`src/fcull_pkg.sv`:
```
// Shared types, constants and helpers for the frustum plane culler.
// Used by fcull_cell, fcull_eval and frustum_plane_cull; depends on nothing.
package fcull_pkg;

   localparam int NumPlanes = 6;
   localparam int WordW     = 32;
   localparam int CompW     = 33;
   localparam int HalfW     = 31;
   localparam int ProdW     = 66;
   localparam int AccW      = 136;

   localparam logic [1:0] OP_LOAD   = 2'd0;
   localparam logic [1:0] OP_SPHERE = 2'd1;
   localparam logic [1:0] OP_BOX    = 2'd2;

   localparam logic [1:0] COL_X = 2'd0;
   localparam logic [1:0] COL_Y = 2'd1;
   localparam logic [1:0] COL_Z = 2'd2;
   localparam logic [1:0] COL_D = 2'd3;

   typedef struct packed {
      logic signed [CompW-1:0] d;
      logic signed [CompW-1:0] n2;
      logic signed [CompW-1:0] n1;
      logic signed [CompW-1:0] n0;
   } plane_type;

   typedef struct packed {
      logic                    is_box;
      logic                    norm;
      logic signed [WordW-1:0] cx;
      logic signed [WordW-1:0] cy;
      logic signed [WordW-1:0] cz;
      logic signed [WordW-1:0] rad;
      logic [HalfW-1:0]        hx;
      logic [HalfW-1:0]        hy;
      logic [HalfW-1:0]        hz;
   } test_req_type;

   typedef struct packed {
      logic busy;
      logic advance;
      logic done;
      logic in_view;
   } eval_stat_type;

   function automatic logic [CompW-1:0] mag_comp(input logic [CompW-1:0] v);
      mag_comp = v[CompW-1] ? (~v + 1'b1) : v;
   endfunction

   function automatic logic [WordW-1:0] mag_word(input logic [WordW-1:0] v);
      mag_word = v[WordW-1] ? (~v + 1'b1) : v;
   endfunction

endpackage

```
`src/fcull_cell.sv`:
```
// One plane cell of the rotating plane ring: holds four signed Q17.16 components.
// Depends on fcull_pkg.
module fcull_cell (
   input  logic                           clock,
   input  logic                           reset,
   input  logic                           load_en,
   input  logic [1:0]                     load_sel,
   input  logic signed [fcull_pkg::CompW-1:0] load_val,
   input  logic                           shift_en,
   input  fcull_pkg::plane_type           nbr_in,
   output fcull_pkg::plane_type           plane_out
);

   fcull_pkg::plane_type plane_ff;
   fcull_pkg::plane_type plane_in;

   always_comb begin
      plane_in = plane_ff;
      if (shift_en) begin
         plane_in = nbr_in;
      end else if (load_en) begin
         case (load_sel)
            fcull_pkg::COL_X: plane_in.n0 = load_val;
            fcull_pkg::COL_Y: plane_in.n1 = load_val;
            fcull_pkg::COL_Z: plane_in.n2 = load_val;
            fcull_pkg::COL_D: plane_in.d  = load_val;
            default:          plane_in    = plane_ff;
         endcase
      end
   end

   always_ff @(posedge clock) begin
      if (reset) begin
         plane_ff <= '0;
      end else begin
         plane_ff <= plane_in;
      end
   end

   assign plane_out = plane_ff;

endmodule

```
`config.mk`:
```
export PLATFORM = sky130hd
export DESIGN_NAME = fcull_cell
export DESIGN_NICKNAME = d
export VERILOG_FILES = /design/src/fcull_pkg.sv /design/src/fcull_cell.sv
export SDC_FILE = /design/constraint.sdc
export NUM_CORES = 1
export LEC_CHECK = 0
export BUFFER_PORTS_ARGS = -buffer_cell sky130_fd_sc_hd__buf_2
export CORE_MARGIN = 1.5
export CORE_UTILIZATION = 38
export CTS_CLUSTER_SIZE = 28
export DETAILED_ROUTE_END_ITERATION = 7
export PLACE_DENSITY = 0.67
export SYNTH_ARGS = -nofsm -noshare
export SYNTH_HDL_FRONTEND = slang
export SYNTH_SLANG_ARGS = --single-unit
export TNS_END_PERCENT = 5
```
`constraint.sdc`:
```
create_clock -name clock -period 2.9 [get_ports clock]
set_clock_uncertainty 0.1 [all_clocks]
set_input_delay 0.58 -clock clock [delete_from_list [all_inputs] [get_ports clock]]
set_output_delay 0.58 -clock clock [all_outputs]
set_load 0.05 [all_outputs]
```
==> flow_summary.ini <==
[run_status]
status = finished clean

[critical_path]
crit_path_start_kind = flop
endpoint_kind = output port
cp_data_arrival_time_ps = 1070
critPathMaxFanout = 2
cp_top_family = flip-flops
cp_slowest_cell = dfxtp_1
crit_path_max_incr_delay_ps = 370
worstSetupPathType = flop to output port
critical_path_buf_inv_count = 1
cp_data_required_time_ps = 2220
path_cells = buf_2

[floorplanning]
die_height_um = 137.1
pin_count = 303
die_w_um = 137.1
die-area_um2 = 18800
num_rows = 48
coreArea_um2 = 17420
initial_utilization_pct = 39.25

[route]
drt_wl_total_um = 22330
drt_iter0_markers = 255
viasPerCell = 5.145
drcViolationCount = 0
drt_pass1_iterations = 4
vias = 6426
wl_per_cell_um = 17.87
drtAntennaViolNets = 0

[logic_synthesis]
ys_warn_count = 0
synth_seq_area_share_pct = 38.66
synth_top_flop_cell = dfxtp_1
ys_types = 19
syn_nets = 914
synth_common_cells = dfxtp_1, inv_1, nand2_1, a221oi_2, a21oi_1
synth_top_area_cell = dfxtp_1
synth_top_area_share_pct = 38.66
ys_seq_elements = 132
synth_edf_count = 0
postSynth.asyncResetShare_pct = 0
synth_area_um2 = 6835
synth_area_per_cell_um2 = 9.200
synth.top_cells.by_area = dfxtp_1, a221oi_2, inv_1
synth_cells = 743

[clocking]
cts_tree = built
cts_num_sinks = 132
ctsResizeCount = 0
numCtsBuffers = 17
clkSlewWorstSetupHoldPaths_ps = 60
worstSkewPairLatency_ps = 410
clockBufferDepth = 2
cts_hold_buf = 0
cts_root_buf = clkbuf_16
cts_setup_buffers = 0
htreeDepth = 4

[timing]
finalSetupViolCount = 0
worst_pin_slew_ps = 514.7
max_slew_margin_pct = 65.69
tns_ps = 0
timing_hold_violations_final = 0
drv_slew = 0
fmax_mhz = 570.9
grt_setup_unrepaired = false
period_needed_ps = 1752
finalCritPeriodShare_pct = 60.40

[global_routing]
first_global_vias = 6196
antenna_found_initial = 2
grt_start_max_net_pins = 60
grt_overflow = 0
grt_pass1_wl_um = 32980
globalRouteMet3Util_pct = 7.296
grt_usage_pct = 23.07
grt.busiest_layer = met2
use_met1_pct = 28.07
grt_use_met2_pct = 39.03

[pwr]
cellPowerDensity_nw_per_um2 = 618.8
p_total_w = 0.005566
p_switching_w = 0.001837
p_int_w = 0.003729
seq_power_share_pct = 36.3
leakagePower_nw = 4.409
p_sw_share_pct = 33.01
peakVddDrop_mv = 0.3989
p_clk_share_pct = 39.6
pwr-share-comb_pct = 24.1

[layout]
nNetsFinal = 1182
largest_reg_flops = 132
syn_to_final_growth_pct = 31.59
fillers = 1651
final_layout_size_suffix_gt1_share_pct = 49.27
stdcell_area_um2 = 8995

[job]
maxCapViolCount = 0

[place]
gp_congestion = 0.7822
dp_hpwl_um = 15560
port_buffers = 302
placed_area_um2 = 8399

[min_path]
hold_path.class = input pin to flop
[per-layer routing]
metal  up-vias  wire, µm
met5         -         7
met2       247     10850
li1       3125         -
met1      3024      9364
met3        28      1712
met4         2       391
[kinds of logic after synthesis]
| logic type | count (synthesis) | share of synthesized area (%) |
|---|---|---|
| flip-flops | 132 | 38.66 |
| buffers and inverters | 207 | 14.83 |
| AO/OA/AOI/OAI | 264 | 38.22 |
| AND/OR/NAND/NOR | 140 | 8.292 |
[stage by stage]
stage	std cells	util, %	setup WS, ps	hold WS, ps
2_1_floorplan	743	-	1194	584.3
3_3_place_gp	1217	48.23	809.7	352.6
3_5_place_dp	1217	48.23	776.7	356.1
4_1_cts	1248	51.63	1125	293.0
5_1_grt	1249	51.65	1106	292.7
6_report	1249	51.65	1148	305.8
[cell usage in the layout (no fill, tap or decap), drive strengths merged]
master | netlist | routed
inv | 132 | 132
clkinv | 0 | 4
nand2 | 132 | 132
dfxtp | 132 | 132
or3b | 1 | 1
a21oi | 132 | 132
nand3b | 2 | 2
and3b | 2 | 2
nand3 | 1 | 1
clkbuf | 23 | 22
bufinv | 0 | 3
buf | 52 | 324
a221oi | 132 | 132
clkinvlp | 0 | 2
nor3b | 1 | 1
diode | 0 | 1
and3 | 1 | 1
[layout make-up]
class | count | area (µm²) | area share, %
inverters | 132 | 495.5 | 5.508
multi-input cells | 404 | 3187 | 35.43
well taps | 225 | 281.5 | 3.130
clock inverters | 9 | 128.9 | 1.433
clock buffers | 22 | 464.2 | 5.161
diodes | 1 | 2.502 | 0.02782
flip-flops and latches | 132 | 2643 | 29.38
repair buffers | 324 | 1793 | 19.93
[power by group through the flow]
| stage | clock network [W] | registers, W | logic (W) |
|---|---|---|---|
| after floorplan | 0 | 0.00252 | 0.000491 |
| after global placement | 0 | 0.00206 | 0.00133 |
| after detailed placement | 0 | 0.00206 | 0.00134 |
| after CTS | 0.00224 | 0.00202 | 0.00134 |
| after global routing | 0.00233 | 0.00203 | 0.00142 |
| final | 0.00221 | 0.00202 | 0.00134 |
[worst paths after layout]
kind                               startpoint                     endpoint  slack [ps]  depth (start not counted)
setup / recovery   plane_out[63]$_SDFFE_PP0P_                plane_out[63]        1150                          1
hold / removal                    nbr_in[126]  plane_out[126]$_SDFFE_PP0P_         310                          3
setup reg to reg  plane_out[103]$_SDFFE_PP0P_  plane_out[103]$_SDFFE_PP0P_        2020                          2
hold reg to reg    plane_out[65]$_SDFFE_PP0P_   plane_out[65]$_SDFFE_PP0P_         360                          2
Note: power is estimated with default switching activity, not from simulation.
